**src/hw/rtl/assert_macros.svh**
```systemverilog
// Assertion macros used by the RTL of the tilt filter.
// No dependencies.
`ifndef ASSERT_MACROS_SVH
`define ASSERT_MACROS_SVH
// Property that must hold at every clock edge outside reset.
`define TCF_ASSERT(lbl, clk, rst, prop) \
   lbl: assert property (@(posedge clk) disable iff (rst) (prop)) \
      else $error("tcf assertion failed");
// Condition in one cycle implies a consequence in the next.
`define TCF_ASSERT_NEXT(lbl, clk, rst, ante, cons) \
   lbl: assert property (@(posedge clk) disable iff (rst) (ante) |=> (cons)) \
      else $error("tcf assertion failed");
`endif

```
**src/hw/rtl/tcf_pkg.sv**
```systemverilog
`timescale 1ns / 1ps
// Shared constants and tables of the tilt complementary filter.
// No dependencies.
package tcf_pkg;
   localparam int VEC_W     = 28;   // CORDIC x/y datapath
   localparam int Z_W       = 30;   // angle accumulator, degrees * 2^20
   localparam int ZFRAC     = 20;
   localparam int TAB_LEN   = 24;
   localparam int CNT_W     = 5;
   localparam int RAD_W     = 48;   // (ay^2 + az^2) << 16
   localparam int ROOT_W    = 24;
   localparam int MIX_W     = 58;   // blend accumulator
   localparam int WGT_W     = 17;   // weight and its complement
   localparam int CSR_IDX_W = 2;
   localparam int CSR_DAT_W = 24;

   localparam logic [CSR_IDX_W-1:0] REG_BLEND_WEIGHT = 2'd0;
   localparam logic [CSR_IDX_W-1:0] REG_GYRO_GAIN    = 2'd1;

   localparam logic [15:0] BLEND_RESET = 16'd60948;
   localparam logic [23:0] GAIN_RESET  = 24'd6404;

   // atan(2^-i) in degrees * 2^20
   localparam logic signed [Z_W-1:0] ATAN_TAB [0:TAB_LEN-1] = '{
      30'sd47185920, 30'sd27855475, 30'sd14718068, 30'sd7471121,
      30'sd3750058,  30'sd1876857,  30'sd938658,   30'sd469357,
      30'sd234682,   30'sd117342,   30'sd58671,    30'sd29335,
      30'sd14668,    30'sd7334,     30'sd3667,     30'sd1833,
      30'sd917,      30'sd458,      30'sd229,      30'sd115,
      30'sd57,       30'sd29,       30'sd14,       30'sd7
   };

   localparam logic signed [Z_W-1:0] DEG180 = 30'sd188743680;
endpackage

```
**src/hw/rtl/tcf_blend.sv**
```systemverilog
`timescale 1ns / 1ps
// Complementary blend of one axis: bit-serial weighting of the gyro and accel paths,
// then round and saturate. Depends on tcf_pkg.
module tcf_blend import tcf_pkg::*; #(
   parameter int ANGLE_FRACTION_BITS = 8,
   parameter int EST_W = 18
) (
   input  logic                    clock,
   input  logic                    reset,
   input  logic                    start,
   input  logic signed [EST_W-1:0] est,
   input  logic signed [15:0]      gyro,
   input  logic signed [EST_W-1:0] angle,
   input  logic [15:0]             weight,
   input  logic [23:0]             gain,
   output logic signed [EST_W-1:0] result,
   output logic                    done
);
   localparam int UP_SH  = 24 - ANGLE_FRACTION_BITS;
   localparam int OUT_SH = 40 - ANGLE_FRACTION_BITS;
   localparam logic signed [MIX_W-1:0] HALF  = MIX_W'(1) <<< (OUT_SH - 1);
   localparam logic signed [MIX_W-1:0] LIMIT = MIX_W'(360) <<< ANGLE_FRACTION_BITS;

   logic                    busy_ff, busy_in;
   logic                    done_ff, done_in;
   logic [CNT_W-1:0]        cnt_ff, cnt_in;
   logic signed [MIX_W-1:0] sum_ff, sum_in, acc_ff, acc_in, mix_ff, mix_in;
   logic [WGT_W-1:0]        w_ff, w_in, wc_ff, wc_in;
   logic signed [40:0]      prod;
   logic signed [MIX_W-1:0] rnd, sat;

   assign prod = gyro * $signed({1'b0, gain});

   always_comb begin
      busy_in = busy_ff;
      done_in = 1'b0;
      cnt_in  = cnt_ff;
      sum_in  = sum_ff;
      acc_in  = acc_ff;
      mix_in  = mix_ff;
      w_in    = w_ff;
      wc_in   = wc_ff;
      if (start) begin
         busy_in = 1'b1;
         cnt_in  = '0;
         sum_in  = (MIX_W'(est) <<< UP_SH) + MIX_W'(prod);
         acc_in  = MIX_W'(angle) <<< UP_SH;
         mix_in  = '0;
         w_in    = {1'b0, weight};
         wc_in   = 17'd65536 - {1'b0, weight};
      end else if (busy_ff) begin
         // one weight bit per cycle, LSB first
         mix_in = mix_ff + (w_ff[0] ? sum_ff : '0) + (wc_ff[0] ? acc_ff : '0);
         sum_in = sum_ff <<< 1;
         acc_in = acc_ff <<< 1;
         w_in   = w_ff >> 1;
         wc_in  = wc_ff >> 1;
         cnt_in = cnt_ff + 1'b1;
         if (cnt_ff == CNT_W'(WGT_W - 1)) begin
            busy_in = 1'b0;
            done_in = 1'b1;
         end
      end
   end

   always_ff @(posedge clock) begin
      if (reset) begin
         busy_ff <= 1'b0;
         done_ff <= 1'b0;
         cnt_ff  <= '0;
      end else begin
         busy_ff <= busy_in;
         done_ff <= done_in;
         cnt_ff  <= cnt_in;
      end
      sum_ff <= sum_in;
      acc_ff <= acc_in;
      mix_ff <= mix_in;
      w_ff   <= w_in;
      wc_ff  <= wc_in;
   end

   always_comb begin
      rnd = (mix_ff + HALF) >>> OUT_SH;
      if (rnd > LIMIT) begin
         sat = LIMIT;
      end else if (rnd < -LIMIT) begin
         sat = -LIMIT;
      end else begin
         sat = rnd;
      end
   end

   assign result = EST_W'(sat);
   assign done   = done_ff;
endmodule

```
**config.mk**
```make
export PLATFORM = sky130hd
export DESIGN_NAME = tcf_blend
export DESIGN_NICKNAME = d
export VERILOG_FILES = /design/src/hw/rtl/assert_macros.svh /design/src/hw/rtl/tcf_pkg.sv /design/src/hw/rtl/tcf_blend.sv
export SDC_FILE = /design/constraint.sdc
export NUM_CORES = 2
export LEC_CHECK = 0
export BUFFER_PORTS_ARGS = -buffer_cell sky130_fd_sc_hd__buf_2
export CAP_MARGIN = 20
export CORE_MARGIN = 1
export CORE_UTILIZATION = 50
export DETAILED_ROUTE_END_ITERATION = 7
export PLACE_DENSITY = 0.7
export SYNTH_ARGS = -nofsm -noshare
export SYNTH_HDL_FRONTEND = slang
export SYNTH_SLANG_ARGS = --single-unit
```
**constraint.sdc**
```tcl
create_clock -name clock -period 11.6 [get_ports clock]
set_input_delay 2.32 -clock clock [delete_from_list [all_inputs] [get_ports clock]]
set_output_delay 2.32 -clock clock [all_outputs]
set_load 0.005 [all_outputs]
```
==> out/metrics.yaml <==
synthesis:
  ys_ff_latch: 198
  ys.flop_type: "edfxtp_1"
  yosys_warnings: 0
  synth_cells: 2922
  async_flop_share_pct: 0
  syn_nets: 3590
  netlist_area_um2: 26900
  synth.distinct_cells: 71
  synth_edf_count: 133
  synth_seq_area_share_pct: 19.7
  synth_area_per_cell_um2: 9.22
global_route:
  grt.overflow.total: 0
  track_usage_pct: 24.0
  grt_pass1_vias: 20900
  grt_pass1_wl_um: 105000
  grt_max_degree: 71
  antenna_found_initial: 1
setup_path:
  r2r_cells: 16
  r2r_start: "w_ff[0]"
  r2r_end: "mix_ff[57]"
  cp-end-kind: "flop"
  worstPathMaxFanout: 18
  worstPathRequired_ps: 11770
  r2r_slack_ps: 6430
  cp.arrival_ps: 9720
  start_kind: "primary input"
  worstSetupPathType: "primary input to flop"
final_layout:
  instances_no_fill: 3625
  drive_gt1_share_pct: 8.55
  diodes: 0
  syn2layout_area_growth_pct: 5.82
  nNetsFinal: 3592
cts:
  cts_tree: "yes"
  root_buffer: "clkbuf_16"
  clock_path_buffers: 2
  clock-sinks: 198
  cts_resized: 0
  cts_hold_buffers: 0
  htreeDepth: 4
  cts_buffers: 17
  clkTransAtPathRegs_ps: 80
  post_cts_buffers: 0
  worst_skew_pair.late_latency_ps: 470
floorplanning:
  initial_core_util_pct: 51.0
  die_h_um: 234
  core-area_um2: 52900
  num_rows: 84
  io_pins: 114
  die_w_um: 234
  die_area_um2: 54800
sta:
  rsz0062_at_grt: "false"
  finalCriticalPeriod_ps: 9550
  fin_skew_ps: 17.3
  finalHoldViolCount: 0
  finalSetupViolations: 0
  timing.fmax_ghz: 0.105
  final.setup.tns_ps: 0
  finalCritPeriodShare_pct: 82.3
  slew_headroom_pct: 30.9
  drv_slew: 0
  worstMarginPinSlew_ps: 1040
routing:
  wl_um: 62600
  vias: 19780
  drtIter0Drc: 1286
  ant_nets: 0
  drc: 8
  drt_first_pass_iters: 7
  wire_per_inst_um: 17.3
  vias_per_cell: 5.46
min_path:
  worstHoldStart: "mix_ff[3]"
  holdCritPathClass: "flop to flop"
  min_path_cells: 2
  hold_end: "mix_ff[3]"
place:
  post-place-cells: 3592
  finalWeightedCongestion: 0.929
  io_buffers: 113
  dpl.hpwl_um: 49800
status:
  outcome: "finished, violations left"
  violations: "design-rule violations"
job:
  maxCapViolCount: 0
per-stage QoR:
step           setup slack [ps]  utilization (%)  hold WS [ps]  area [µm²]
3_3_place_gp               1870             52.7           478       27800
6_report                   2050             53.9           498       28500
5_1_grt                    1520             53.9           536       28500
2_1_floorplan              2380                -           465       26900
3_5_place_dp               1610             52.7           484       27800
4_1_cts                    2100             53.9           498       28500
cells in the final DEF, fill, tap and decap left out, types with 17 or more instances in the layout:
cell type,Yosys,layout
inv_1,499,498
fa_1,373,373
nand2_1,297,297
and2_1,253,253
ha_1,200,200
nor2_1,177,177
edfxtp_1,133,133
buf_2,1,112
a21oi_1,103,103
o21ai_0,87,87
mux2_2,82,82
a21o_1,75,75
xnor2_1,68,68
dfxtp_1,65,64
xor2_1,63,63
mux2i_1,34,34
nand3_1,32,32
nand4_1,29,29
nor3_1,19,19
nand2b_1,17,17
clkbuf_16,0,17
state kept, by name, summed over array words and instances (netlist names):
register,flops
w_ff,16
sum_ff,58
mix_ff,58
wc_ff,17
cnt_ff,5
done,1
busy_ff,1
acc_ff,42
area by class of cell:
type / count / area, µm²
fill: 4762 / 24400
multi-input combinational: 2085 / 19200
sequential: 198 / 5300
inverter: 501 / 1880
tap: 688 / 861
timing repair buffer: 121 / 636
clock buffer: 17 / 425
clock inverter: 15 / 229
cell usage after synthesis, types with 13 or more instances:
master | count | area [µm²]
nand2_1 | 297 | 1110
o21bai_1 | 14 | 105
fa_1 | 373 | 7470
nor3_1 | 19 | 95.1
edfxtp_1 | 133 | 3990
clkbuf_1 | 123 | 462
dfxtp_1 | 65 | 1300
xor2_1 | 63 | 552
a21oi_1 | 103 | 515
nand2b_1 | 17 | 106
o21ai_0 | 87 | 435
a22o_1 | 13 | 114
ha_1 | 200 | 2500
nor2_1 | 177 | 664
and2_1 | 253 | 1580
a21o_1 | 75 | 563
nand3_1 | 32 | 160
nand4_1 | 29 | 181
xnor2_1 | 68 | 596
mux2_2 | 82 | 923
mux2i_1 | 34 | 340
a31oi_1 | 14 | 87.6
inv_1 | 499 | 1870
per-layer routing:
| layer | GRT usage, % | wire [µm] | vias up |
|---|---|---|---|
| met1 | 34.0 | 29800 | 9809 |
| met2 | 38.6 | 28500 | 550 |
| met5 | 0 | 10 | - |
| met4 | 6.39 | 1080 | 2 |
| met3 | 3.03 | 3240 | 95 |
| li1 | - | - | 9324 |
logic make-up (layout without fill, tap and decap cells):
family                     after synthesis  in the layout  synth area share [%]
xor gates and xnor gates               131            131                  4.26
muxes                                  117            117                  4.75
buffers and inverters                  639            654                  9.18
and+or+nand+nor                        880            880                  16.0
DFF                                    198            198                  19.7
adders and majority gates              573            573                  37.0
AOI/OAI and AO/OA                      384            384                  9.19
worst max-delay path, cell delays in order:
cell	delay [ps]
buf_2	210
clkinv_1	560
nor2_1	350
fa_1	470
fa_1	540
fa_1	530
fa_1	520
fa_1	540
inv_1	50
fa_1	520
inv_1	40
ha_1	420
nand4_1	180
or3_1	400
o21a_1	250
a21oi_1	280
nand2_1	120
a21oi_1	260
o41ai_1	120
a311oi_2	890
nor2_1	130
worst max path at each step:
stage                     startpoint         end  slack [ps]  depth (start not counted)
after floorplan             gyro[15]  sum_ff[47]        2380                         24
final                       gyro[15]  sum_ff[48]        2050                         21
after CTS                   gyro[15]  sum_ff[48]        2100                         21
after global placement      gyro[15]  sum_ff[57]        1870                         21
after global routing        gyro[15]  sum_ff[48]        1520                         23
after detailed placement    gyro[15]  sum_ff[43]        1610                         21
Power is not shown: default switching activity piles up to over one toggle a cycle in this logic, so the estimate is an artifact.
