--- src/hw/rtl/assert_macros.svh ---
// Assertion macros used by the RTL of the tilt filter.
// No dependencies.
`ifndef ASSERT_MACROS_SVH
`define ASSERT_MACROS_SVH
// Property that must hold at every clock edge outside reset.
`define TCF_ASSERT(lbl, clk, rst, prop) \
   lbl: assert property (@(posedge clk) disable iff (rst) (prop)) \
      else $error("tcf assertion failed");
// Condition in one cycle implies a consequence in the next.
`define TCF_ASSERT_NEXT(lbl, clk, rst, ante, cons) \
   lbl: assert property (@(posedge clk) disable iff (rst) (ante) |=> (cons)) \
      else $error("tcf assertion failed");
`endif

--- src/hw/rtl/tcf_pkg.sv ---
`timescale 1ns / 1ps
// Shared constants and tables of the tilt complementary filter.
// No dependencies.
package tcf_pkg;
   localparam int VEC_W     = 28;   // CORDIC x/y datapath
   localparam int Z_W       = 30;   // angle accumulator, degrees * 2^20
   localparam int ZFRAC     = 20;
   localparam int TAB_LEN   = 24;
   localparam int CNT_W     = 5;
   localparam int RAD_W     = 48;   // (ay^2 + az^2) << 16
   localparam int ROOT_W    = 24;
   localparam int MIX_W     = 58;   // blend accumulator
   localparam int WGT_W     = 17;   // weight and its complement
   localparam int CSR_IDX_W = 2;
   localparam int CSR_DAT_W = 24;

   localparam logic [CSR_IDX_W-1:0] REG_BLEND_WEIGHT = 2'd0;
   localparam logic [CSR_IDX_W-1:0] REG_GYRO_GAIN    = 2'd1;

   localparam logic [15:0] BLEND_RESET = 16'd60948;
   localparam logic [23:0] GAIN_RESET  = 24'd6404;

   // atan(2^-i) in degrees * 2^20
   localparam logic signed [Z_W-1:0] ATAN_TAB [0:TAB_LEN-1] = '{
      30'sd47185920, 30'sd27855475, 30'sd14718068, 30'sd7471121,
      30'sd3750058,  30'sd1876857,  30'sd938658,   30'sd469357,
      30'sd234682,   30'sd117342,   30'sd58671,    30'sd29335,
      30'sd14668,    30'sd7334,     30'sd3667,     30'sd1833,
      30'sd917,      30'sd458,      30'sd229,      30'sd115,
      30'sd57,       30'sd29,       30'sd14,       30'sd7
   };

   localparam logic signed [Z_W-1:0] DEG180 = 30'sd188743680;
endpackage

--- src/hw/rtl/tcf_cordic.sv ---
`timescale 1ns / 1ps
// Iterative CORDIC vectoring unit: atan2(y, x), one micro-rotation per cycle.
// Depends on tcf_pkg.
module tcf_cordic import tcf_pkg::*; #(
   parameter int ITERATIONS = 16
) (
   input  logic                    clock,
   input  logic                    reset,
   input  logic                    start,
   input  logic signed [VEC_W-1:0] y_in,
   input  logic signed [VEC_W-1:0] x_in,
   output logic signed [Z_W-1:0]   z_out,
   output logic                    done
);
   logic                    busy_ff, busy_in;
   logic                    done_ff, done_in;
   logic [CNT_W-1:0]        cnt_ff, cnt_in;
   logic signed [VEC_W-1:0] x_ff, x_in_nx, y_ff, y_in_nx;
   logic signed [Z_W-1:0]   z_ff, z_in;
   logic signed [VEC_W-1:0] xs, ys;

   assign xs = x_ff >>> cnt_ff;
   assign ys = y_ff >>> cnt_ff;

   always_comb begin
      busy_in = busy_ff;
      done_in = 1'b0;
      cnt_in  = cnt_ff;
      x_in_nx = x_ff;
      y_in_nx = y_ff;
      z_in    = z_ff;
      if (start) begin
         busy_in = 1'b1;
         cnt_in  = '0;
         if (x_in < 0) begin
            // left half plane: rotate by 180 first
            z_in    = (y_in < 0) ? -DEG180 : DEG180;
            x_in_nx = -x_in;
            y_in_nx = -y_in;
         end else begin
            z_in    = '0;
            x_in_nx = x_in;
            y_in_nx = y_in;
         end
      end else if (busy_ff) begin
         if (y_ff >= 0) begin
            x_in_nx = x_ff + ys;
            y_in_nx = y_ff - xs;
            z_in    = z_ff + ATAN_TAB[cnt_ff];
         end else begin
            x_in_nx = x_ff - ys;
            y_in_nx = y_ff + xs;
            z_in    = z_ff - ATAN_TAB[cnt_ff];
         end
         cnt_in = cnt_ff + 1'b1;
         if (cnt_ff == CNT_W'(ITERATIONS - 1)) begin
            busy_in = 1'b0;
            done_in = 1'b1;
         end
      end
   end

   always_ff @(posedge clock) begin
      if (reset) begin
         busy_ff <= 1'b0;
         done_ff <= 1'b0;
         cnt_ff  <= '0;
      end else begin
         busy_ff <= busy_in;
         done_ff <= done_in;
         cnt_ff  <= cnt_in;
      end
      x_ff <= x_in_nx;
      y_ff <= y_in_nx;
      z_ff <= z_in;
   end

   assign z_out = z_ff;
   assign done  = done_ff;
endmodule

--- config.mk ---
export PLATFORM = sky130hd
export DESIGN_NAME = tcf_cordic
export DESIGN_NICKNAME = d
export VERILOG_FILES = /design/src/hw/rtl/assert_macros.svh /design/src/hw/rtl/tcf_pkg.sv /design/src/hw/rtl/tcf_cordic.sv
export SDC_FILE = /design/constraint.sdc
export NUM_CORES = 1
export LEC_CHECK = 0
export BUFFER_PORTS_ARGS = -buffer_cell sky130_fd_sc_hd__buf_2
export CORE_ASPECT_RATIO = 0.6
export CORE_MARGIN = 1.5
export CORE_UTILIZATION = 47
export CTS_CLUSTER_DIAMETER = 50
export DETAILED_ROUTE_END_ITERATION = 10
export HOLD_SLACK_MARGIN = 0.03
export SYNTH_ARGS = -nofsm -noshare
export SYNTH_HDL_FRONTEND = slang
export SYNTH_SLANG_ARGS = --single-unit
--- constraint.sdc ---
create_clock -name clock -period 9.01 [get_ports clock]
set_input_delay 2.703 -clock clock [delete_from_list [all_inputs] [get_ports clock]]
set_output_delay 2.703 -clock clock [all_outputs]
set_load 0.005 [all_outputs]
==> flow_summary.json <==
{
  "status": "completed",
  "remaining_drc_errors": 0,
  "synth_top_area_share_pct": 16.79,
  "avgSynthCellArea_um2": 8.194,
  "setup_viol": 0,
  "final_nets": 2056,
  "antenna_found_initial": 0,
  "synth_top_cell_by_area": "edfxtp_1",
  "ys_warn_count": 0,
  "layout_common_cells": "nand2_1 (183), nor2_1 (173), a21oi_1 (127)",
  "cp-startpoint": "cnt_ff[1]",
  "clk_pin_slew_ns": 0.08,
  "netlist_top_cells_area": "edfxtp_1 (17%), ha_1 (8.4%), mux4_2 (8.3%), xnor2_1 (6.3%), mux2i_1 (5.3%)",
  "synthesis.nets": 2042,
  "reg2reg_depth": 20,
  "io_buffers": 89,
  "finalMaxSlewViolations": 0,
  "netlist_area_mm2": 0.01538,
  "wl_per_cell_um": 24.23,
  "root_buffer": "clkbuf_16",
  "num_vias": 15491,
  "p_int_mw": 3.532,
  "layout-drive-gt1-share_pct": 13.50,
  "ir_worst_vdd_mv": 0.1745,
  "ys_ff_latch": 93,
  "fmax_ghz": 0.1347,
  "clock_path_buffers": 2,
  "path_common_cell": "o21ai_0",
  "clock_skew_ns": 0.01604,
  "r2r_start": "cnt_ff[1]",
  "die_y_um": 143.1,
  "syn_inst": 1877,
  "cp.arrival_ns": 7.53,
  "p_clk_share_pct": 5.9,
  "placementRows": 51,
  "p_leak_nw": 6.579,
  "max_stage_delay_ns": 0.67,
  "place_congestion": 1.016,
  "rsz0062_at_grt": "no",
  "initial_utilization_pct": 47.63,
  "first_iter_violations": 2249,
  "switching_share_pct": 53.91,
  "cp.required_ns": 9.12,
  "clk_latency_ns": 0.39,
  "tightest_slew_ns": 1.354,
  "grt_max_degree": 80,
  "slowest_stage": "dfxtp_4",
  "dpl.hpwl_um": 43420,
  "r2r_setup_slack_ns": 1.59,
  "antenna_violating_nets_post_route": 0,
  "h-tree-depth": 3,
  "cts_resized": 0,
  "drt-total-wl_um": 56230,
  "synth_edf_count": 86,
  "worstSetupPathType": "reg -> reg",
  "max_cap_viol_count": 0,
  "worstReg2RegEnd": "x_ff[27]",
  "p_seq_share_pct": 17.3,
  "critPathLaunchType": "flop",
  "firstDrtPassIters": 6,
  "core_area_mm2": 0.03229,
  "cts_sinks": 93,
  "worstPathMaxFanout": 42,
  "hold_buffers": 0,
  "worstHoldPathType": "reg -> reg",
  "yosysUniqueCellTypes": 90,
  "path_cells": "buf_4, mux4_2, a222oi_1, o22ai_1, or3_1, a2111o_1, or4_1, o21ai_0, xor2_1, nor2_1, ha_1, a21o_1, a21oi_1, o21a_1, o21ai_0, a211oi_1, o31ai_1, and4b_1, nor4_1, o41ai_1",
  "finalHoldViolCount": 0,
  "synthArstFlopShare_pct": 0,
  "powerDensity_mw_per_mm2": 467.0,
  "cp_num_buf_inv": 1,
  "cp_num_cells": 20,
  "tns_ns": 0,
  "max-slew-margin-rel_pct": 9.750,
  "grt_pass1_wl_um": 84090,
  "grt_use_total_pct": 32.66,
  "viasPerCell": 6.677,
  "crit_end": "x_ff[27]",
  "final.period_utilization_pct": 82.39,
  "yosysSeqAreaShare_pct": 17.70,
  "die_area_mm2": 0.03385,
  "gr-total-overflow": 0,
  "cp_top_family": "compound AO/OA/AOI/OAI gates",
  "combPwrFrac_pct": 76.8,
  "syn_to_final_growth_pct": 6.695,
  "postCtsSetupBuffers": 0,
  "antennaDiodeCount": 0,
  "grt_pass1_vias": 13605,
  "power_mw": 7.664,
  "die-width_um": 236.5,
  "num_io_pins": 90,
  "period_needed_ns": 7.423,
  "cts-buffers-inserted": 9,
  "synth_top_flop_cell": "edfxtp_1",
  "cts_tree": "built",
  "power.switching_mw": 4.132,
  "mostFrequentLayoutCell": "nand2_1",
  "cp-end-kind": "flop"
}
## synth_stat cells, types with 18 or more instances
| cell type | count |
|---|---|
| nand2_1 | 183 |
| nor2_1 | 173 |
| a21oi_1 | 127 |
| o21ai_0 | 118 |
| xnor2_1 | 111 |
| ha_1 | 103 |
| edfxtp_1 | 86 |
| mux2i_1 | 81 |
| xor2_1 | 62 |
| a21o_1 | 59 |
| clkbuf_1 | 58 |
| mux4_2 | 57 |
| inv_1 | 48 |
| nor3_1 | 46 |
| o31ai_1 | 39 |
| nand3_1 | 34 |
| mux2_2 | 29 |
| buf_1 | 28 |
| a211oi_1 | 22 |
| or3_1 | 20 |
| or4_1 | 20 |
| buf_2 | 19 |
| o211ai_1 | 19 |
| nand2b_1 | 18 |
| nor2b_1 | 18 |
| o21a_1 | 18 |
## stage by stage
stage | hold WS [ns] | util (%) | setup slack, ns | cell area [µm²] | cells
3_3_place_gp | 0.5474 | 49.82 | 1.821 | 16090 | 2304
5_1_grt | 0.5637 | 50.82 | 1.191 | 16410 | 2320
4_1_cts | 0.5466 | 50.82 | 1.690 | 16410 | 2320
2_1_floorplan | 0.6233 | - | 2.082 | 15380 | 1877
3_5_place_dp | 0.5278 | 49.82 | 1.751 | 16090 | 2304
6_report | 0.5457 | 50.82 | 1.587 | 16410 | 2320
## how the worst min path moves through the flow
stage | to | slack (ns) | from | cells after the start
4_1_cts | cnt_ff[2] | 0.55 | cnt_ff[2] | 2
2_1_floorplan | done | 0.62 | busy_ff | 3
3_5_place_dp | cnt_ff[2] | 0.53 | cnt_ff[2] | 2
5_1_grt | cnt_ff[2] | 0.56 | cnt_ff[2] | 2
3_3_place_gp | cnt_ff[2] | 0.55 | cnt_ff[2] | 2
6_report | cnt_ff[2] | 0.55 | cnt_ff[2] | 2
## logic make-up after synthesis
kind of cell,synth area share [%]
AOI/OAI and AO/OA,24.58
xor gates and xnor gates,9.852
buffers and inverters,4.304
adders and majority gates,8.770
muxes,16.01
and+or+nand+nor,18.78
DFF,17.70
## worst reg2reg max path, cell delays in order, from the launching register on
cell      delay [ns]
dfxtp_4         0.67
buf_4           0.61
mux4_2          0.65
a222oi_1        0.64
o22ai_1         0.19
or3_1           0.40
a2111o_1        0.43
or4_1           0.64
o21ai_0         0.29
xor2_1          0.18
nor2_1          0.06
ha_1            0.37
a21o_1          0.18
a21oi_1         0.28
o21a_1          0.15
o21ai_0         0.07
a211oi_1        0.48
o31ai_1         0.20
and4b_1         0.21
nor4_1          0.30
o41ai_1         0.15
## layout make-up
class / instances / area (µm²)
Clock buffer: 9 / 225.2
Clock inverter: 7 / 97.59
Fill cell: 3098 / 15880
Inverter: 53 / 198.9
Multi-Input combinational cell: 1621 / 12000
Sequential cell: 93 / 2731
Tap cell: 424 / 530.5
Timing Repair Buffer: 113 / 628.1
## sequential cells by signal, summed over array words and instances (netlist names)
register and cells:
z_out 30, x_ff 28, y_ff 28, cnt_ff 5, busy_ff 1, done 1
## layer usage
layer	routed length [µm]	track usage, %	share of wire [%]
met1	27100	51.29	48
met2	20110	39.95	36
met3	8267	13.01	15
met4	751	6.309	1.3
met5	0	0	0
## power by group through the flow
| stage | clock network [mW] | registers [mW] | logic (mW) |
|---|---|---|---|
| after floorplan | 0 | 1.01 | 4.39 |
| after global placement | 0 | 1.28 | 5.65 |
| after detailed placement | 0 | 1.28 | 5.67 |
| after CTS | 0.462 | 1.27 | 5.72 |
| after global routing | 0.476 | 1.31 | 6.43 |
| final | 0.451 | 1.32 | 5.89 |
Note: power is estimated with default switching activity, not from simulation.
