==> src/hw/rtl/assert_macros.svh <==
// Assertion macros used by the RTL of the tilt filter.
// No dependencies.
`ifndef ASSERT_MACROS_SVH
`define ASSERT_MACROS_SVH
// Property that must hold at every clock edge outside reset.
`define TCF_ASSERT(lbl, clk, rst, prop) \
   lbl: assert property (@(posedge clk) disable iff (rst) (prop)) \
      else $error("tcf assertion failed");
// Condition in one cycle implies a consequence in the next.
`define TCF_ASSERT_NEXT(lbl, clk, rst, ante, cons) \
   lbl: assert property (@(posedge clk) disable iff (rst) (ante) |=> (cons)) \
      else $error("tcf assertion failed");
`endif

==> src/hw/rtl/tcf_pkg.sv <==
`timescale 1ns / 1ps
// Shared constants and tables of the tilt complementary filter.
// No dependencies.
package tcf_pkg;
   localparam int VEC_W     = 28;   // CORDIC x/y datapath
   localparam int Z_W       = 30;   // angle accumulator, degrees * 2^20
   localparam int ZFRAC     = 20;
   localparam int TAB_LEN   = 24;
   localparam int CNT_W     = 5;
   localparam int RAD_W     = 48;   // (ay^2 + az^2) << 16
   localparam int ROOT_W    = 24;
   localparam int MIX_W     = 58;   // blend accumulator
   localparam int WGT_W     = 17;   // weight and its complement
   localparam int CSR_IDX_W = 2;
   localparam int CSR_DAT_W = 24;

   localparam logic [CSR_IDX_W-1:0] REG_BLEND_WEIGHT = 2'd0;
   localparam logic [CSR_IDX_W-1:0] REG_GYRO_GAIN    = 2'd1;

   localparam logic [15:0] BLEND_RESET = 16'd60948;
   localparam logic [23:0] GAIN_RESET  = 24'd6404;

   // atan(2^-i) in degrees * 2^20
   localparam logic signed [Z_W-1:0] ATAN_TAB [0:TAB_LEN-1] = '{
      30'sd47185920, 30'sd27855475, 30'sd14718068, 30'sd7471121,
      30'sd3750058,  30'sd1876857,  30'sd938658,   30'sd469357,
      30'sd234682,   30'sd117342,   30'sd58671,    30'sd29335,
      30'sd14668,    30'sd7334,     30'sd3667,     30'sd1833,
      30'sd917,      30'sd458,      30'sd229,      30'sd115,
      30'sd57,       30'sd29,       30'sd14,       30'sd7
   };

   localparam logic signed [Z_W-1:0] DEG180 = 30'sd188743680;
endpackage

==> src/hw/rtl/tcf_isqrt.sv <==
`timescale 1ns / 1ps
// Digit-serial floor square root: two radicand bits in, one root bit out per cycle.
// Depends on tcf_pkg.
module tcf_isqrt import tcf_pkg::*; (
   input  logic              clock,
   input  logic              reset,
   input  logic              start,
   input  logic [RAD_W-1:0]  radicand,
   output logic [ROOT_W-1:0] root,
   output logic              done
);
   logic                busy_ff, busy_in;
   logic                done_ff, done_in;
   logic [CNT_W-1:0]    cnt_ff, cnt_in;
   logic [RAD_W-1:0]    rad_ff, rad_in;
   logic [ROOT_W+2:0]   rem_ff, rem_in;
   logic [ROOT_W-1:0]   root_ff, root_in;
   logic [ROOT_W+2:0]   rem_sh, trial;

   assign rem_sh = {rem_ff[ROOT_W:0], rad_ff[RAD_W-1 -: 2]};
   assign trial  = {1'b0, root_ff, 2'b01};

   always_comb begin
      busy_in = busy_ff;
      done_in = 1'b0;
      cnt_in  = cnt_ff;
      rad_in  = rad_ff;
      rem_in  = rem_ff;
      root_in = root_ff;
      if (start) begin
         busy_in = 1'b1;
         cnt_in  = '0;
         rad_in  = radicand;
         rem_in  = '0;
         root_in = '0;
      end else if (busy_ff) begin
         rad_in = {rad_ff[RAD_W-3:0], 2'b00};
         if (rem_sh >= trial) begin
            rem_in  = rem_sh - trial;
            root_in = {root_ff[ROOT_W-2:0], 1'b1};
         end else begin
            rem_in  = rem_sh;
            root_in = {root_ff[ROOT_W-2:0], 1'b0};
         end
         cnt_in = cnt_ff + 1'b1;
         if (cnt_ff == CNT_W'(ROOT_W - 1)) begin
            busy_in = 1'b0;
            done_in = 1'b1;
         end
      end
   end

   always_ff @(posedge clock) begin
      if (reset) begin
         busy_ff <= 1'b0;
         done_ff <= 1'b0;
         cnt_ff  <= '0;
      end else begin
         busy_ff <= busy_in;
         done_ff <= done_in;
         cnt_ff  <= cnt_in;
      end
      rad_ff  <= rad_in;
      rem_ff  <= rem_in;
      root_ff <= root_in;
   end

   assign root = root_ff;
   assign done = done_ff;
endmodule

==> config.mk <==
export PLATFORM = sky130hd
export DESIGN_NAME = tcf_isqrt
export DESIGN_NICKNAME = d
export VERILOG_FILES = /design/src/hw/rtl/assert_macros.svh /design/src/hw/rtl/tcf_pkg.sv /design/src/hw/rtl/tcf_isqrt.sv
export SDC_FILE = /design/constraint.sdc
export NUM_CORES = 1
export LEC_CHECK = 0
export BUFFER_PORTS_ARGS = -buffer_cell sky130_fd_sc_hd__buf_2
export CORE_UTILIZATION = 53
export DETAILED_ROUTE_END_ITERATION = 8
export PLACE_DENSITY = 0.77
export SYNTH_ARGS = -nofsm -noshare
export SYNTH_HDL_FRONTEND = slang
export SYNTH_SLANG_ARGS = --single-unit
export TNS_END_PERCENT = 50
==> constraint.sdc <==
create_clock -name clock -period 2.3 [get_ports clock]
set_clock_uncertainty 0.2 [all_clocks]
set_input_delay 0.46 -clock clock [delete_from_list [all_inputs] [get_ports clock]]
set_output_delay 0.46 -clock clock [all_outputs]
set_load 0.05 [all_outputs]
==> results of run 1 <==
registers in the layout, indices dropped and copies added (netlist names):
signal / count
cnt_ff: 5
done: 1
rem_ff: 25
root: 24
busy_ff: 1
rad_ff: 48
kinds of logic after synthesis:
family / share of synthesized area
flops: 0.4406
buf+inv: 0.04583
compound gates: 0.1508
mux: 0.1340
fa+ha+maj: 0.05809
xor+xnor: 0.03313
simple gates: 0.1375
final timing paths:
path              slack, ns              startpoint                 endpoint
hold / removal         0.03                   reset       busy_ff$_SDFF_PP0_
setup reg to reg      -0.29    root[2]$_SDFFE_PP0P_  rem_ff[10]$_SDFFE_PP0P_
hold reg to reg        0.32  cnt_ff[4]$_SDFFE_PP0P_          done$_SDFF_PP0_
setup / recovery      -0.29    root[2]$_SDFFE_PP0P_  rem_ff[10]$_SDFFE_PP0P_
layout make-up:
class	count	area [sq um]	share of cell area
Multi-Input combinational cell	411	3679	0.4380
Clock buffer	9	123.9	0.01475
Sequential cell	104	2656	0.3163
Inverter	28	105.1	0.01251
Tap cell	136	170.2	0.02026
Clock inverter	7	58.81	0.007002
Timing Repair Buffer	218	1605	0.1912
metal layers:
layer  up-vias  share of wire  track usage
met4         0          0.057       0.1262
met5         -              0            0
met3       123          0.075      0.05593
met1      2681           0.38       0.3439
met2       336           0.49       0.5244
li1       2526              -            -
what timing repair did:
item                                    CTS  global route
setup buffers                            16            10
pin swaps                                35            39
resized for setup                        72            51
cloned                                    4             1
endpoints found under the setup margin   26            26
critical path, stage by stage (launching register included):
cell	delay, ns
dfxtp_4	0.37
inv_2	0.04
ha_4	0.30
nand2_4	0.06
o31ai_4	0.29
o211ai_2	0.14
a21o_1	0.27
a21boi_4	0.22
buf_6	0.18
o21ai_0	0.14
a311oi_1	0.29
power by group through the flow:
stage / Combinational [mW] / Sequential, mW / Clock, mW
finish: 6.67 / 2.31 / 1.14
floorplan: 2.88 / 2.32 / 0
detailed placement: 4.51 / 2.33 / 0
CTS: 5.60 / 2.30 / 1.13
global placement: 4.41 / 2.32 / 0
global route: 6.90 / 2.33 / 1.20
stage by stage:
step                utilization  hold WS, ns  instances  cell area [sq um]
floorplan                     -       0.2647        579               6187
global placement         0.7130       0.2752        867               7460
detailed placement       0.7130       0.2962        867               7460
CTS                      0.7753      0.02432        903               8112
global route             0.8027      0.04263        913               8398
finish                   0.8027      0.03413        913               8398
cells in the final DEF, fill, tap and decap left out, drive strengths merged, types with 5 or more instances in the layout:
master    n
nand4     7
nand2    30
clkbuf    9
buf     217
xor2     11
mux2i    25
nor3b     6
edfxtp   48
o31ai     7
nand3    20
a31oi     8
nor2     62
nand2b    5
dfxtp    56
o21ai    30
a311oi   21
mux2     47
ha       27
o211ai    5
nor3      6
xnor2    11
a21oi    27
and2      5
or2       5
inv      32
==> metrics.md, run 1 <==
| Metric | Value |
|---|---|
| Status | complete, but fails checks |
| Failing checks | negative setup slack |
| Worst slew margin | 0.6935 |
| Num rows | 37 |
| Drt drc | 0 |
| CTS tree | yes |
| Fillers | 623 |
| Async S/R FF share, synth | 0 |
| Netlist cell types | 62 |
| GP Congestion | 0.9143 |
| Htree depth | 3 |
| CP startpoint kind | register |
| Mapped Area | 5816 sq um |
| Clk buf depth | 2 |
| Syn avg cell area | about 10 sq um |
| Pre-Repair DR Iteration Count | 6 |
| Seq pwr share | 0.229 |
| Vias/cell | 6.206 |
| #FFs+latches synth | 104 |
| Layout overhead on the synthesized area | 44.41% |
| Net switching power of the design | approximately 4.4 mW |
| Core area | 10460 sq um |
| Port-buffer cells | 75 |
| Layout net count | 850 |
| Final period demand of the worst path | 2.591 ns |
| Final-report hold violation count | 0 |
| Hold Path Class | input port to register |
| Global route overflow | 0 |
| Design Power | 10.12 mW |
| Seq/Total Area, Yosys | 0.4406 |
| Critical Path Fanout Max | 8 |
| Die height | ~110 um |
| WP data arrival | 2.70 ns |
| Clock share of power | 0.113 |
| Initial antenna violation count | 0 |
| Die area | 11400 sq um |
| Syn Inst Count | 579 |
| Ranking of synthesized cells by area | edfxtp_1, dfxtp_1, mux2_2 |
| TritonCTS Sinks | around 100 |
| First-pass GRT wire length | 26.36 mm |
| RSZ-0062 raised after global routing | yes |
| Boundary Pins | 76 |
| Worst skew pair latency | 0.39 ns |
| WL/cell | 19.97 um |
| Synth Net Count | 657 |
| Inserted Clock Buffers | 9 |
| Hold path depth | 2 |
| Final setup margin | -0.2912 ns |
| Antenna fix cells | 0 |
| Initial Util | 0.5558 |
| Synthesis Warnings | 0 |
| Worst vdd rail ir drop | 0.7404 mV |
| All-Layer GR Usage | 0.2943 |
| Worst-Margin Slew | 0.4555 ns |
| DP Worst Slack | -0.3114 ns |
| Antenna-violating nets left | 0 |
| Vias | 5666 |
| CP Class | register to register |
| Post-DP HPWL | 10.77 mm |
| Iteration-0 DRC Markers | ~550 |
| Top_reg_cell synth | dfxtp_1 |
| WP data required | 2.41 ns |
| Yosys top cell area share | 0.2478 |
| Most frequent cell after synthesis | nor2_1 |
| Max cap viols | 0 |
| Static Leak | 3.370 nW |
| Reg clk slew, reported paths | about 0.12 ns |
| Cts hold-fix bufs | 0 |
| Largest net degree at the start of global routing | 55 |
| Tcrit/Tclk final | 1.127 |
| Slew Limit Fails | 0 |
| Cell taking the most area after synthesis | edfxtp_1 |
| EDFF count, synth | 48 |
| Switching Share | 0.4325 |
| Crit end category | register |
| Setup_tns | -6.201 ns |
| Setup-failing EPs final | 26 |
| PD cells | around 1200 nW/um^2 |
| FMAX | 385.9 MHz |
| Comb pwr share | 0.659 |
| Reg2Reg Depth | 10 |
| Vias in the first global route | approximately 5400 |
| Post-Route WL | 18.23 mm |
| Cell Int Power | 5.746 mW |
| Most frequent cells after synthesis | nor2_1, dfxtp_1, edfxtp_1, mux2_2, nand2_1 |
| Root Driver | clkbuf_8 |
| Share of layout cells above drive strength 1 | 0.5444 |
| Die width | 106.8 um |
(Power assumes the default switching activity.)
==> run 2, diff against run 1 <==
--- a/config.mk
+++ b/config.mk
@@ -8,7 +8,7 @@
 export BUFFER_PORTS_ARGS = -buffer_cell sky130_fd_sc_hd__buf_2
 export CORE_UTILIZATION = 53
 export DETAILED_ROUTE_END_ITERATION = 8
-export PLACE_DENSITY = 0.77
+export PLACE_DENSITY_LB_ADDON = 0.1
 export SYNTH_ARGS = -nofsm -noshare
 export SYNTH_HDL_FRONTEND = slang
 export SYNTH_SLANG_ARGS = --single-unit
==> metrics.md, run 2 (synthesis gave the netlist of run 1 again) <==
| Metric | Value |
|---|---|
| Status | complete, but fails checks |
| Failing checks | negative setup slack |
| Hold Path Class | input port to register |
| Worst vdd rail ir drop | between 0.6 and 0.7 mV |
| WP data arrival | 2.61 ns |
| CP peak stage delay | 0.43 ns |
| Tcrit/Tclk final | 1.099 |
| Final setup margin | -0.2282 ns |
| First-pass GRT wire length | between 20 and 30 mm |
| Core Util, Final | 0.7807 |
| Global routing's busiest layer | met2 |
| Share of layout cells above drive strength 1 | 0.5260 |
| Most frequent cells in the layout | buf_4, buf_2, nor2_1 |
| Static Leak | 3.278 nW |
| Most frequent CP cell | buf_6 |
| Root Driver | clkbuf_8 |
| CP startpoint kind | register |
| Boundary Pins | 76 |
| CP Class | register to register |
| Worst-Margin Slew | between 0.5 and 0.6 ns |
| Initial antenna violation count | 0 |
| Vias in the first global route | 5364 |
| Largest net degree at the start of global routing | 52 |
| Pre-Repair DR Iteration Count | 4 |
| All-Layer GR Usage | 0.2833 |
| Inserted Clock Buffers | 9 |
| Crit path cell chain | inv_2 > ha_4 > and3_4 > and4_4 > nand4_1 > a31oi_4 > or3_4 > buf_6 > nor2_4 > buf_6 > o31ai_2 |
| Initial Util | 0.5558 |
| Worst skew pair latency | about 0.4 ns |
| Setup-failing EPs final | 26 |
| PD cells | about 1100 nW/um^2 |
| Die area | ~11000 sq um |
| Vias | 5129 |
| WL/cell | 17.00 um |
| Most common cell after layout, fill and taps aside | buf_4 |
| Met2 GRT Util | 0.4945 |
| TritonCTS Sinks | 104 |
| RSZ-0062 raised after global routing | yes |
| Clk buf depth | 2 |
| Slew Limit Fails | 0 |
| Worst slew margin | 0.6568 |
| Design Power | 9.255 mW |
| Htree depth | 3 |
| Layout net count | 841 |
| Critical path's slowest cell | or3_4 |
| WP data required | 2.38 ns |
| Met1 Usage GRT | 0.3337 |
| Iteration-0 DRC Markers | 309 |
| Reg with most FFs | rad_ff |
| Setup_tns | -4.705 ns |
| Dominant delay contributor by cell family on the critical path | simple AND/OR/NAND/NOR gates |
| CTS tree | yes |
| Reg clk slew, reported paths | 0.10 ns |
| GR Layer Usage met3 | 0.07416 |
| Die height | roughly 110 um |
| Number of flip-flops under the largest register name | 48 |
| Max cap viols | 0 |
| Critical Path Fanout Max | 7 |
| Layout overhead on the synthesized area | 40.45% |
| Core area | 10460 sq um |
| Num rows | 37 |
| CP Buf/Inv Count | 3 |
| Drt drc | 0 |
| Port-buffer cells | 75 |
| Antenna-violating nets left | 0 |
| Vias/cell | 5.674 |
| Post-Route WL | 15.37 mm |
| Fillers | 732 |
| Post-DP HPWL | 11.12 mm |
| Post-route design area | 8168 sq um |
| Die width | 106.8 um |
| FMAX | 395.5 MHz |
| Final period demand of the worst path | 2.528 ns |
| Antenna fix cells | 0 |
| Hold_ws | 0.03631 ns |
| Final-report hold violation count | 0 |
| Global route overflow | 0 |
| Dpl cell area | 7537 sq um |
| GP Congestion | 0.8706 |
| Crit end category | register |
run 2: changes by cell type in the layout (fill, tap and decap cells not counted), sizes merged:
cell / delta
clkinv: +1
clkinvlp: -1
bufbuf: -1
buf: -8
inv: -3
clkbuf: +2
bufinv: +1
run 2: final cells by class:
type / count / area (sq um) / area share
well taps: 136 / 170.2 / 0.02083
clock buffers: 11 / 141.4 / 0.01731
flip-flops and latches: 104 / 2654 / 0.3249
inverters: 28 / 105.1 / 0.01287
repair buffers: 209 / 1463 / 0.1791
multi-input cells: 411 / 3568 / 0.4369
clock inverters: 5 / 66.31 / 0.008119
run 2: per-stage QoR:
stage          std cells  setup slack, ns
2_1_floorplan        579          -0.1948
3_3_place_gp         879          -0.4179
5_1_grt              904          -0.3416
6_report             904          -0.2282
4_1_cts              902          -0.1876
3_5_place_dp         879          -0.4801
run 2: timing repair:
item                       CTS  global route
pin swaps                   35            10
buffers inserted             6             2
hold buffers                 0             0
resized for setup           69            23
gates cloned                 1             0
setup endpoints to repair   26            26
run 2: layer usage:
| layer | share of wire | vias to the layer above |
|---|---|---|
| li1 | - | 2495 |
| met1 | 0.42 | 2470 |
| met2 | 0.51 | 132 |
| met3 | 0.049 | 32 |
| met4 | 0.020 | 0 |
| met5 | 0 | - |
run 2: final timing paths:
check	slack, ns	endpoint	depth (start not counted)	from
min reg2reg	0.31	done$_SDFF_PP0_	2	cnt_ff[4]$_SDFFE_PP0P_
min	0.04	busy_ff$_SDFF_PP0_	2	reset
max	-0.23	rem_ff[22]$_SDFFE_PP0P_	11	root[18]$_SDFFE_PP0P_
max reg2reg	-0.23	rem_ff[22]$_SDFFE_PP0P_	11	root[18]$_SDFFE_PP0P_
run 2: power breakdown:
part | internal [mW] | switching (mW) | leakage (nW)
Clock | 0.545 | 0.667 | 0.102
Combinational | 2.82 | 2.92 | 2.22
Sequential | 2.15 | 0.156 | 0.960
